### src/hdl/shbs_pkg.sv
`default_nettype none
package shbs_pkg;

	localparam int RoundCount = 64;
	localparam int LenOffset = 56;
	localparam int FifoDepthDefault = 4;

	localparam logic [7:0] PadByte = 8'h80;

	localparam logic [31:0] K_TAB [64] = '{
		32'h428a2f98, 32'h71374491, 32'hb5c0fbcf, 32'he9b5dba5, 32'h3956c25b, 32'h59f111f1,
		32'h923f82a4, 32'hab1c5ed5, 32'hd807aa98, 32'h12835b01, 32'h243185be, 32'h550c7dc3,
		32'h72be5d74, 32'h80deb1fe, 32'h9bdc06a7, 32'hc19bf174, 32'he49b69c1, 32'hefbe4786,
		32'h0fc19dc6, 32'h240ca1cc, 32'h2de92c6f, 32'h4a7484aa, 32'h5cb0a9dc, 32'h76f988da,
		32'h983e5152, 32'ha831c66d, 32'hb00327c8, 32'hbf597fc7, 32'hc6e00bf3, 32'hd5a79147,
		32'h06ca6351, 32'h14292967, 32'h27b70a85, 32'h2e1b2138, 32'h4d2c6dfc, 32'h53380d13,
		32'h650a7354, 32'h766a0abb, 32'h81c2c92e, 32'h92722c85, 32'ha2bfe8a1, 32'ha81a664b,
		32'hc24b8b70, 32'hc76c51a3, 32'hd192e819, 32'hd6990624, 32'hf40e3585, 32'h106aa070,
		32'h19a4c116, 32'h1e376c08, 32'h2748774c, 32'h34b0bcb5, 32'h391c0cb3, 32'h4ed8aa4a,
		32'h5b9cca4f, 32'h682e6ff3, 32'h748f82ee, 32'h78a5636f, 32'h84c87814, 32'h8cc70208,
		32'h90befffa, 32'ha4506ceb, 32'hbef9a3f7, 32'hc67178f2
	};

	localparam logic [31:0] H_INIT [8] = '{
		32'h6a09e667, 32'hbb67ae85, 32'h3c6ef372, 32'ha54ff53a,
		32'h510e527f, 32'h9b05688c, 32'h1f83d9ab, 32'h5be0cd19
	};

	// classified beat from the front end
	typedef struct packed {
		logic [7:0] data;
		logic       has_byte;
		logic       is_end;
	} beat_t;

	function automatic logic [31:0] rotr(input logic [31:0] x, input int n);
		rotr = (x >> n) | (x << (32 - n));
	endfunction

endpackage
`default_nettype wire

### src/hdl/shbs_front.sv
`default_nettype none
module shbs_front #(
	parameter int Depth = shbs_pkg::FifoDepthDefault
) (
	input  wire logic            clk,
	input  wire logic            arst_n,
	input  wire logic [7:0]      data_byte,
	input  wire logic            byte_valid,
	input  wire logic            message_end,
	output logic                 full,
	output shbs_pkg::beat_t      q_beat,
	output logic                 q_valid,
	input  wire logic            q_take
);
	import shbs_pkg::*;

	localparam int AW = (Depth > 1) ? $clog2(Depth) : 1;

	beat_t          mem_q [Depth];
	logic [AW-1:0]  wp_q, rp_q;
	logic [AW:0]    cnt_q;
	logic           push_ok, pop_ok, useful;

	assign full    = (cnt_q == (AW+1)'(Depth));
	assign q_valid = (cnt_q != '0);
	assign useful  = byte_valid | message_end;   // empty beats are dropped here
	assign push_ok = useful & ~full;
	assign pop_ok  = q_take & q_valid;
	assign q_beat  = mem_q[rp_q];

	always_ff @(posedge clk) begin
		if (push_ok) begin
			mem_q[wp_q] <= '{data: data_byte, has_byte: byte_valid, is_end: message_end};
		end
	end

	always_ff @(posedge clk or negedge arst_n) begin
		if (!arst_n) begin
			wp_q  <= '0;
			rp_q  <= '0;
			cnt_q <= '0;
		end else begin
			if (push_ok) wp_q <= (wp_q == AW'(Depth-1)) ? '0 : wp_q + 1'b1;
			if (pop_ok)  rp_q <= (rp_q == AW'(Depth-1)) ? '0 : rp_q + 1'b1;
			cnt_q <= cnt_q + (AW+1)'(push_ok) - (AW+1)'(pop_ok);
		end
	end
endmodule
`default_nettype wire

### src/hdl/shbs_core.sv
`default_nettype none
module shbs_core (
	input  wire logic        clk,
	input  wire logic        arst_n,
	input  wire logic        go,
	input  wire logic [31:0] w_blk [16],
	input  wire logic [31:0] h_in [8],
	output logic             busy,
	output logic             done,
	output logic [31:0]      h_out [8]
);
	import shbs_pkg::*;

	logic [31:0] w_q [16];
	logic [31:0] v_q [8];
	logic [5:0]  rnd_q;
	logic        busy_q, done_q;
	logic [31:0] wi, wnew, g0, g1, s1, ch, t1, s0, mj;

	always_comb begin
		g0   = rotr(w_q[1], 7) ^ rotr(w_q[1], 18) ^ (w_q[1] >> 3);
		g1   = rotr(w_q[14], 17) ^ rotr(w_q[14], 19) ^ (w_q[14] >> 10);
		wnew = w_q[0] + g0 + w_q[9] + g1;
		wi   = (rnd_q < 6'd16) ? w_q[0] : wnew;
		s1   = rotr(v_q[4], 6) ^ rotr(v_q[4], 11) ^ rotr(v_q[4], 25);
		ch   = (v_q[4] & v_q[5]) ^ (~v_q[4] & v_q[6]);
		t1   = v_q[7] + s1 + ch + K_TAB[rnd_q] + wi;
		s0   = rotr(v_q[0], 2) ^ rotr(v_q[0], 13) ^ rotr(v_q[0], 22);
		mj   = (v_q[0] & v_q[1]) ^ (v_q[0] & v_q[2]) ^ (v_q[1] & v_q[2]);
	end

	always_ff @(posedge clk) begin
		if (go && !busy_q) begin
			w_q <= w_blk;
			v_q <= h_in;
		end else if (busy_q) begin
			// w_q is a rolling window: w_q[0] is the word for rounds 0-15; later rounds use wnew
			for (int i = 0; i < 15; i++) w_q[i] <= w_q[i+1];
			w_q[15] <= wi;
			v_q[7] <= v_q[6]; v_q[6] <= v_q[5]; v_q[5] <= v_q[4];
			v_q[4] <= v_q[3] + t1;
			v_q[3] <= v_q[2]; v_q[2] <= v_q[1]; v_q[1] <= v_q[0];
			v_q[0] <= t1 + s0 + mj;
		end
	end

	always_ff @(posedge clk or negedge arst_n) begin
		if (!arst_n) begin
			busy_q <= 1'b0;
			done_q <= 1'b0;
			rnd_q  <= '0;
		end else begin
			done_q <= 1'b0;
			if (go && !busy_q) begin
				busy_q <= 1'b1;
				rnd_q  <= '0;
			end else if (busy_q) begin
				rnd_q <= rnd_q + 1'b1;
				if (rnd_q == 6'(RoundCount-1)) begin
					busy_q <= 1'b0;
					done_q <= 1'b1;
				end
			end
		end
	end

	always_comb begin
		for (int i = 0; i < 8; i++) h_out[i] = h_in[i] + v_q[i];
	end
	assign busy = busy_q;
	assign done = done_q;
endmodule
`default_nettype wire

### src/hdl/shbs_back.sv
`default_nettype none
module shbs_back (
	input  wire logic            clk,
	input  wire logic            arst_n,
	input  wire shbs_pkg::beat_t q_beat,
	input  wire logic            q_valid,
	output logic                 q_take,
	output logic [31:0]          digest_word,
	output logic                 digest_last,
	output logic                 empty,
	input  wire logic            pop
);
	import shbs_pkg::*;

	localparam logic [2:0] ST_ABSORB = 3'd0;
	localparam logic [2:0] ST_RUN    = 3'd1;
	localparam logic [2:0] ST_PAD    = 3'd2;
	localparam logic [2:0] ST_RUNPAD = 3'd3;
	localparam logic [2:0] ST_OUT    = 3'd4;

	logic [2:0]  st_q;
	logic [31:0] blk_q [16];
	logic [31:0] h_q [8];
	logic [5:0]  fill_q;
	logic [63:0] bits_q;
	logic        last_pad_q;   // padding block under way is the final one
	logic        pad_due_q;    // block filled by data; pad byte still owed
	logic [2:0]  oidx_q;
	logic        go, core_busy, core_done;
	logic [31:0] h_new [8];
	logic        absorb;

	shbs_core u_core (
		.clk(clk), .arst_n(arst_n), .go(go), .w_blk(blk_q), .h_in(h_q),
		.busy(core_busy), .done(core_done), .h_out(h_new)
	);

	assign absorb = (st_q == ST_ABSORB) && q_valid;
	assign q_take = absorb;
	assign go = ((st_q == ST_RUN) || (st_q == ST_RUNPAD)) && !core_busy && !core_done;
	assign empty = (st_q != ST_OUT);
	assign digest_word = h_q[oidx_q];
	assign digest_last = (oidx_q == 3'd7);

	always_ff @(posedge clk) begin
		logic [5:0] f;
		f = fill_q;
		if (absorb) begin
			if (q_beat.has_byte) begin
				blk_q[f[5:2]][(3 - f[1:0]) * 8 +: 8] <= q_beat.data;
				f = f + 1'b1;
			end
			if (q_beat.is_end && (!q_beat.has_byte || fill_q != 6'd63)) begin
				blk_q[f[5:2]][(3 - f[1:0]) * 8 +: 8] <= PadByte;
				// clear rest of the word holding the pad byte
				for (int b = 0; b < 3; b++)
					if (b < 3 - f[1:0]) blk_q[f[5:2]][b*8 +: 8] <= 8'h00;
			end
		end else if (st_q == ST_PAD) begin
			// pad block: zero words after fill, pad byte in word 0 if still owed, length if it fits
			for (int i = 0; i < 16; i++) begin
				if (last_pad_q && i == 14) blk_q[i] <= bits_q[63:32];
				else if (last_pad_q && i == 15) blk_q[i] <= bits_q[31:0];
				else if (pad_due_q && i == 0) blk_q[i] <= {PadByte, 24'h0};
				else if (i >= fill_q[5:2] + ((fill_q[1:0] != 2'd0) ? 1 : 0))
					blk_q[i] <= '0;
			end
		end
	end

	always_ff @(posedge clk or negedge arst_n) begin
		if (!arst_n) begin
			st_q       <= ST_ABSORB;
			fill_q     <= '0;
			bits_q     <= '0;
			last_pad_q <= 1'b0;
			pad_due_q  <= 1'b0;
			oidx_q     <= '0;
			for (int i = 0; i < 8; i++) h_q[i] <= H_INIT[i];
		end else begin
			unique case (st_q)
				ST_ABSORB: if (absorb) begin
					logic [6:0] n;
					n = {1'b0, fill_q} + 7'(q_beat.has_byte);
					bits_q <= bits_q + (q_beat.has_byte ? 64'd8 : 64'd0);
					if (q_beat.is_end) begin
						last_pad_q <= (n + 7'd1) <= 7'(LenOffset);
						pad_due_q <= n[6];
						if (n >= 7'd63) begin
							// block is full; length (and pad byte if still owed) go to a fresh block
							fill_q <= '0; st_q <= ST_RUNPAD;
						end else begin
							fill_q <= n[5:0] + 1'b1;
							st_q <= ST_PAD;
						end
					end else if (n == 7'd64) begin
						fill_q <= '0; st_q <= ST_RUN;
					end else begin
						fill_q <= n[5:0];
					end
				end
				ST_RUN: if (core_done) begin
					for (int i = 0; i < 8; i++) h_q[i] <= h_new[i];
					st_q <= ST_ABSORB;
				end
				ST_PAD: st_q <= ST_RUNPAD;
				ST_RUNPAD: if (core_done) begin
					for (int i = 0; i < 8; i++) h_q[i] <= h_new[i];
					if (last_pad_q) begin
						st_q <= ST_OUT; oidx_q <= '0;
					end else begin
						// second pad block: pad byte only if not yet placed
						last_pad_q <= 1'b1;
						fill_q <= '0;
						st_q <= ST_PAD;
					end
				end
				ST_OUT: if (pop) begin
					oidx_q <= oidx_q + 1'b1;
					if (oidx_q == 3'd7) begin
						for (int i = 0; i < 8; i++) h_q[i] <= H_INIT[i];
						bits_q <= '0; fill_q <= '0; st_q <= ST_ABSORB;
					end
				end
				default: st_q <= ST_ABSORB;
			endcase
		end
	end
endmodule
`default_nettype wire

### src/hdl/sha256_byte_stream_hasher.sv
`default_nettype none
// channel | dir | handshake        | payload
// input   | in  | push / full      | data_byte, byte_valid, message_end
// result  | out | empty / pop      | digest_word, digest_last
// Bytes are absorbed one a cycle into a queue while it is not full; a full
// block stalls the back end for the 64 compression rounds (one round per
// cycle in the shared round unit). Message end adds one or two padding
// blocks, then eight digest beats. Reset (arst_n, async) loads the initial
// hash; no clearing pass. full rises when the front queue fills while the
// back end compresses, pads or waits for the digest beats to be popped.
module sha256_byte_stream_hasher #(
	parameter int FifoDepth = shbs_pkg::FifoDepthDefault
) (
	input  wire logic        clk,
	input  wire logic        arst_n,
	input  wire logic        push,
	output logic             full,
	input  wire logic [7:0]  data_byte,
	input  wire logic        byte_valid,
	input  wire logic        message_end,
	output logic             empty,
	input  wire logic        pop,
	output logic [31:0]      digest_word,
	output logic             digest_last
);
	import shbs_pkg::*;

	beat_t q_beat;
	logic  q_valid, q_take, f_full;

	shbs_front #(.Depth(FifoDepth)) u_front (
		.clk(clk), .arst_n(arst_n),
		.data_byte(data_byte), .byte_valid(byte_valid & push),
		.message_end(message_end & push), .full(f_full),
		.q_beat(q_beat), .q_valid(q_valid), .q_take(q_take)
	);

	assign full = f_full;

	shbs_back u_back (
		.clk(clk), .arst_n(arst_n), .q_beat(q_beat), .q_valid(q_valid),
		.q_take(q_take), .digest_word(digest_word), .digest_last(digest_last),
		.empty(empty), .pop(pop)
	);
endmodule
`default_nettype wire
### config.mk
export PLATFORM = sky130hd
export DESIGN_NAME = sha256_byte_stream_hasher
export DESIGN_NICKNAME = d
export VERILOG_FILES = /design/src/hdl/shbs_pkg.sv /design/src/hdl/shbs_front.sv /design/src/hdl/shbs_core.sv /design/src/hdl/shbs_back.sv /design/src/hdl/sha256_byte_stream_hasher.sv
export SDC_FILE = /design/constraint.sdc
export NUM_CORES = 2
export LEC_CHECK = 0
export BUFFER_PORTS_ARGS = -buffer_cell sky130_fd_sc_hd__buf_4
export CAP_MARGIN = 30
export CORE_MARGIN = 10
export CORE_UTILIZATION = 35
export DETAILED_ROUTE_END_ITERATION = 16
export GPL_TIMING_DRIVEN = 0
export PLACE_DENSITY = 0.5
export SLEW_MARGIN = 40
export SYNTH_ARGS = -nofsm -noshare
export SYNTH_HDL_FRONTEND = slang
export SYNTH_HIERARCHICAL = 1
export SYNTH_SLANG_ARGS = --single-unit
### constraint.sdc
create_clock -name clk -period 21.5 [get_ports clk]
set_input_delay 3.225 -clock clk [delete_from_list [all_inputs] [get_ports clk]]
set_output_delay 3.225 -clock clk [all_outputs]
set_load 0.02 [all_outputs]
==> impl_metrics.json <==
{
  "outcome": "finished clean",
  "drt_antenna_net_count": 0,
  "final_min_period_over_clock_period_pct": 60.25,
  "finalHoldViolCount": 0,
  "path_max_fanout": 13,
  "ys_seq_area_share_pct": 46.19,
  "report.final.setup_viol": 0,
  "htree_levels": 4,
  "routabilityCongestion": 0.9741,
  "fmax_ghz": 0.07720,
  "timing_worst_setup_path_type": "register to register",
  "crit_path_frequent_cell": "sky130_fd_sc_hd__a21oi_1",
  "gr-total-overflow": 0,
  "critPathLaunchType": "register",
  "synth_cell_types": 120,
  "period_minus_slack_ps": 12950,
  "relSlewSlack_pct": 34.16,
  "worst_path_max_delay_cell": "sky130_fd_sc_hd__dfrtp_1",
  "initial_antenna_violation_count": 42,
  "synthArstFlopShare_pct": 20.77,
  "cts_tree": "done",
  "clk_transition_reported_paths_ps": 60,
  "grt_setup_unrepaired": "no",
  "leading_cell_type_in_the_layout_fill_and_taps_excluded": "sky130_fd_sc_hd__nand2_1",
  "fp.dieArea_um2": 322100,
  "number_of_global_route_vias_before_repair": 83292,
  "detailedRoute.firstPassIterationCount": 6,
  "dp.final_hpwl_um": 355400,
  "clock-skew-final_ps": 103.7,
  "groute.usage.overall_pct": 27.26,
  "cts.sinks": 1666,
  "timing.max_cap.violations": 0,
  "required_ps": 22070,
  "vias_per_cell": 5.756,
  "boundaryPins": 49,
  "layout.nets": 11901,
  "grt_first_pass_wirelength_um": 639000,
  "most-common-layout-cells": "sky130_fd_sc_hd__nand2_1 (2897), sky130_fd_sc_hd__edfxtp_1 (1320), sky130_fd_sc_hd__nor2_1 (842), sky130_fd_sc_hd__a21oi_1 (596), sky130_fd_sc_hd__o21ai_0 (452)",
  "tightestPinTransition_ps": 987.7,
  "data_arrival_time_at_the_worst_slack_endpoint_ps": 13520,
  "dr_total_vias": 88573,
  "post_synth_inst_count": 10960,
  "postCtsResizedCells": 0,
  "floorplan.core_area_um2": 297800,
  "starting_drc_count_in_detailed_routing": 12445,
  "post-cts-setup-buffer-count": 0,
  "synth.net_count": 11586,
  "port_buffers": 48,
  "hold_path_class": "register to register",
  "synth-seq-cells": 1666,
  "postCtsHoldBufs": 0,
  "grt_start_max_net_pins": 74,
  "finalMaxSlewViolations": 0,
  "synth_area_um2": 104900,
  "drc": 0,
  "rows": 200,
  "yosys_synthesis_warning_count": 6,
  "synth-edff-count": 1320,
  "syn-mean-instance-area_um2": 9.574,
  "cts_root_buffer": "sky130_fd_sc_hd__clkbuf_16",
  "numCtsBuffers": 199,
  "synthFlopType": "sky130_fd_sc_hd__edfxtp_1",
  "clk-insertion-delay-late_ps": 910,
  "wl_per_cell_um": 29.92,
  "x_dimension_of_the_die_um": 567.5,
  "areaGrowthSynthToFinish_pct": 13.14,
  "worst_hold_slack_after_final_layout_ps": 448.6,
  "cts_buffer_depth": 4,
  "share_of_post_route_cells_with_drive_strength_above_1_pct": 9.669,
  "starting_density_of_the_core_pct": 35.24,
  "critPathMaxStageDelay_ps": 710,
  "route.final.wire_length_um": 460400,
  "worst-r2r-setup-slack_ps": 8550,
  "worst_setup_path_end_kind": "register",
  "chipHeight_um": 567.5,
  "setup_total_negative_slack_ps": 0
}
-- state kept, by name (all words and copies together), names as in the netlist --
register             cells
u_back/oidx_q            3
u_front/cnt_q            3
u_front/wp_q             2
u_back/st_q              3
u_back/h_q             256
u_back/u_core/rnd_q      6
u_back/fill_q            6
u_back/u_core/busy       1
u_back/u_core/done       1
u_front/mem_q           40
u_back/pad_due_q         1
u_front/rp_q             2
u_back/u_core/w_q      512
u_back/u_core/v_q      256
u_back/blk_q           512
u_back/bits_q           61
u_back/last_pad_q        1
-- cells in the mapped netlist, drive strengths merged, types with 74 or more instances --
| cell type | instances | area share [%] |
|---|---|---|
| ha | 416 | 5.0 |
| o21ai | 571 | 2.8 |
| edfxtp | 1320 | 38 |
| nand2 | 2902 | 10 |
| nand3 | 299 | 1.4 |
| clkbuf | 486 | 1.7 |
| xnor2 | 389 | 3.2 |
| xor2 | 211 | 1.8 |
| dfrtp | 210 | 5.0 |
| fa | 196 | 3.7 |
| a21o | 189 | 1.4 |
| nor2 | 862 | 3.1 |
| o21a | 74 | 0.53 |
| a21oi | 614 | 2.9 |
| mux2i | 400 | 3.8 |
| buf | 112 | 0.51 |
| nor3 | 80 | 0.47 |
| dfstp | 136 | 3.4 |
| inv | 387 | 1.4 |
| o31ai | 83 | 0.91 |
| mux4 | 78 | 1.7 |
-- worst paths after layout --
check                                                   startpoint                                to  depth (start not counted)
worst max-delay path            u_back/u_core/rnd_q[0]$_DFFE_PN0P_  u_back/u_core/v_q[255]$_DFFE_PP_                         34
worst min-delay path               u_back/blk_q[510]$_SDFFCE_PN0P_  u_back/u_core/w_q[510]$_DFFE_PP_                          2
worst max register to register  u_back/u_core/rnd_q[0]$_DFFE_PN0P_  u_back/u_core/v_q[255]$_DFFE_PP_                         34
worst min register to register     u_back/blk_q[510]$_SDFFCE_PN0P_  u_back/u_core/w_q[510]$_DFFE_PP_                          2
max in group asynchronous                                   arst_n         u_back/h_q[8]$_DFFE_PN1P_                          4
min in group asynchronous                                   arst_n       u_back/h_q[176]$_DFFE_PN0P_                          1
-- kinds of logic (layout without fill, tap and decap cells) --
group / Yosys count / count (layout) / share of synthesized area (%)
compound gates: 1944 / 1944 / 11.81
xor+xnor: 601 / 601 / 5.031
fa+ha+maj: 640 / 640 / 8.967
buf+inv: 988 / 1456 / 3.643
flops: 1666 / 1666 / 46.19
mux: 541 / 541 / 6.191
other cells: 0 / 20 / 0
simple gates: 4580 / 4580 / 18.16
-- worst max-delay path, delay by kind of cell, from the launching register on --
family | cells | cell delay [ps]
flops | 1 | 710
xor+xnor | 2 | 880
simple gates | 3 | 490
fa+ha+maj | 7 | 3530
compound gates | 17 | 4800
buf+inv | 5 | 2160
-- through the flow --
stage          cells  util [%]  setup WS (ps)  area (um2)
2_1_floorplan  10960         -           4552      104900
5_1_grt        15368     39.85           8108      118700
3_5_place_dp   15009     37.70           9090      112300
6_report       15387     39.87           8547      118700
3_3_place_gp   14947     37.01          -6275      110200
4_1_cts        15363     39.79           8891      118500
-- metal layers --
metal | track usage [%] | wire length (um) | up-vias
met1 | 39.74 | 202200 | 44401
met5 | 0.1910 | 183 | -
met4 | 9.595 | 18690 | 12
li1 | - | - | 38776
met3 | 5.834 | 46790 | 783
met2 | 39.73 | 192500 | 4601
-- final cells by class --
cell class	count	area (um2)
clock buffer	261	5415
multi-input combinational	8306	53430
inverter	390	1473
clock inverter	93	824.5
buffer	598	2554
antenna	20	50.05
tap	3939	4928
timing repair buffer	114	1578
sequential	1666	48470
fill	29455	179100
Power is not shown: default switching activity piles up to over one toggle a cycle in this logic, so the estimate is an artifact.
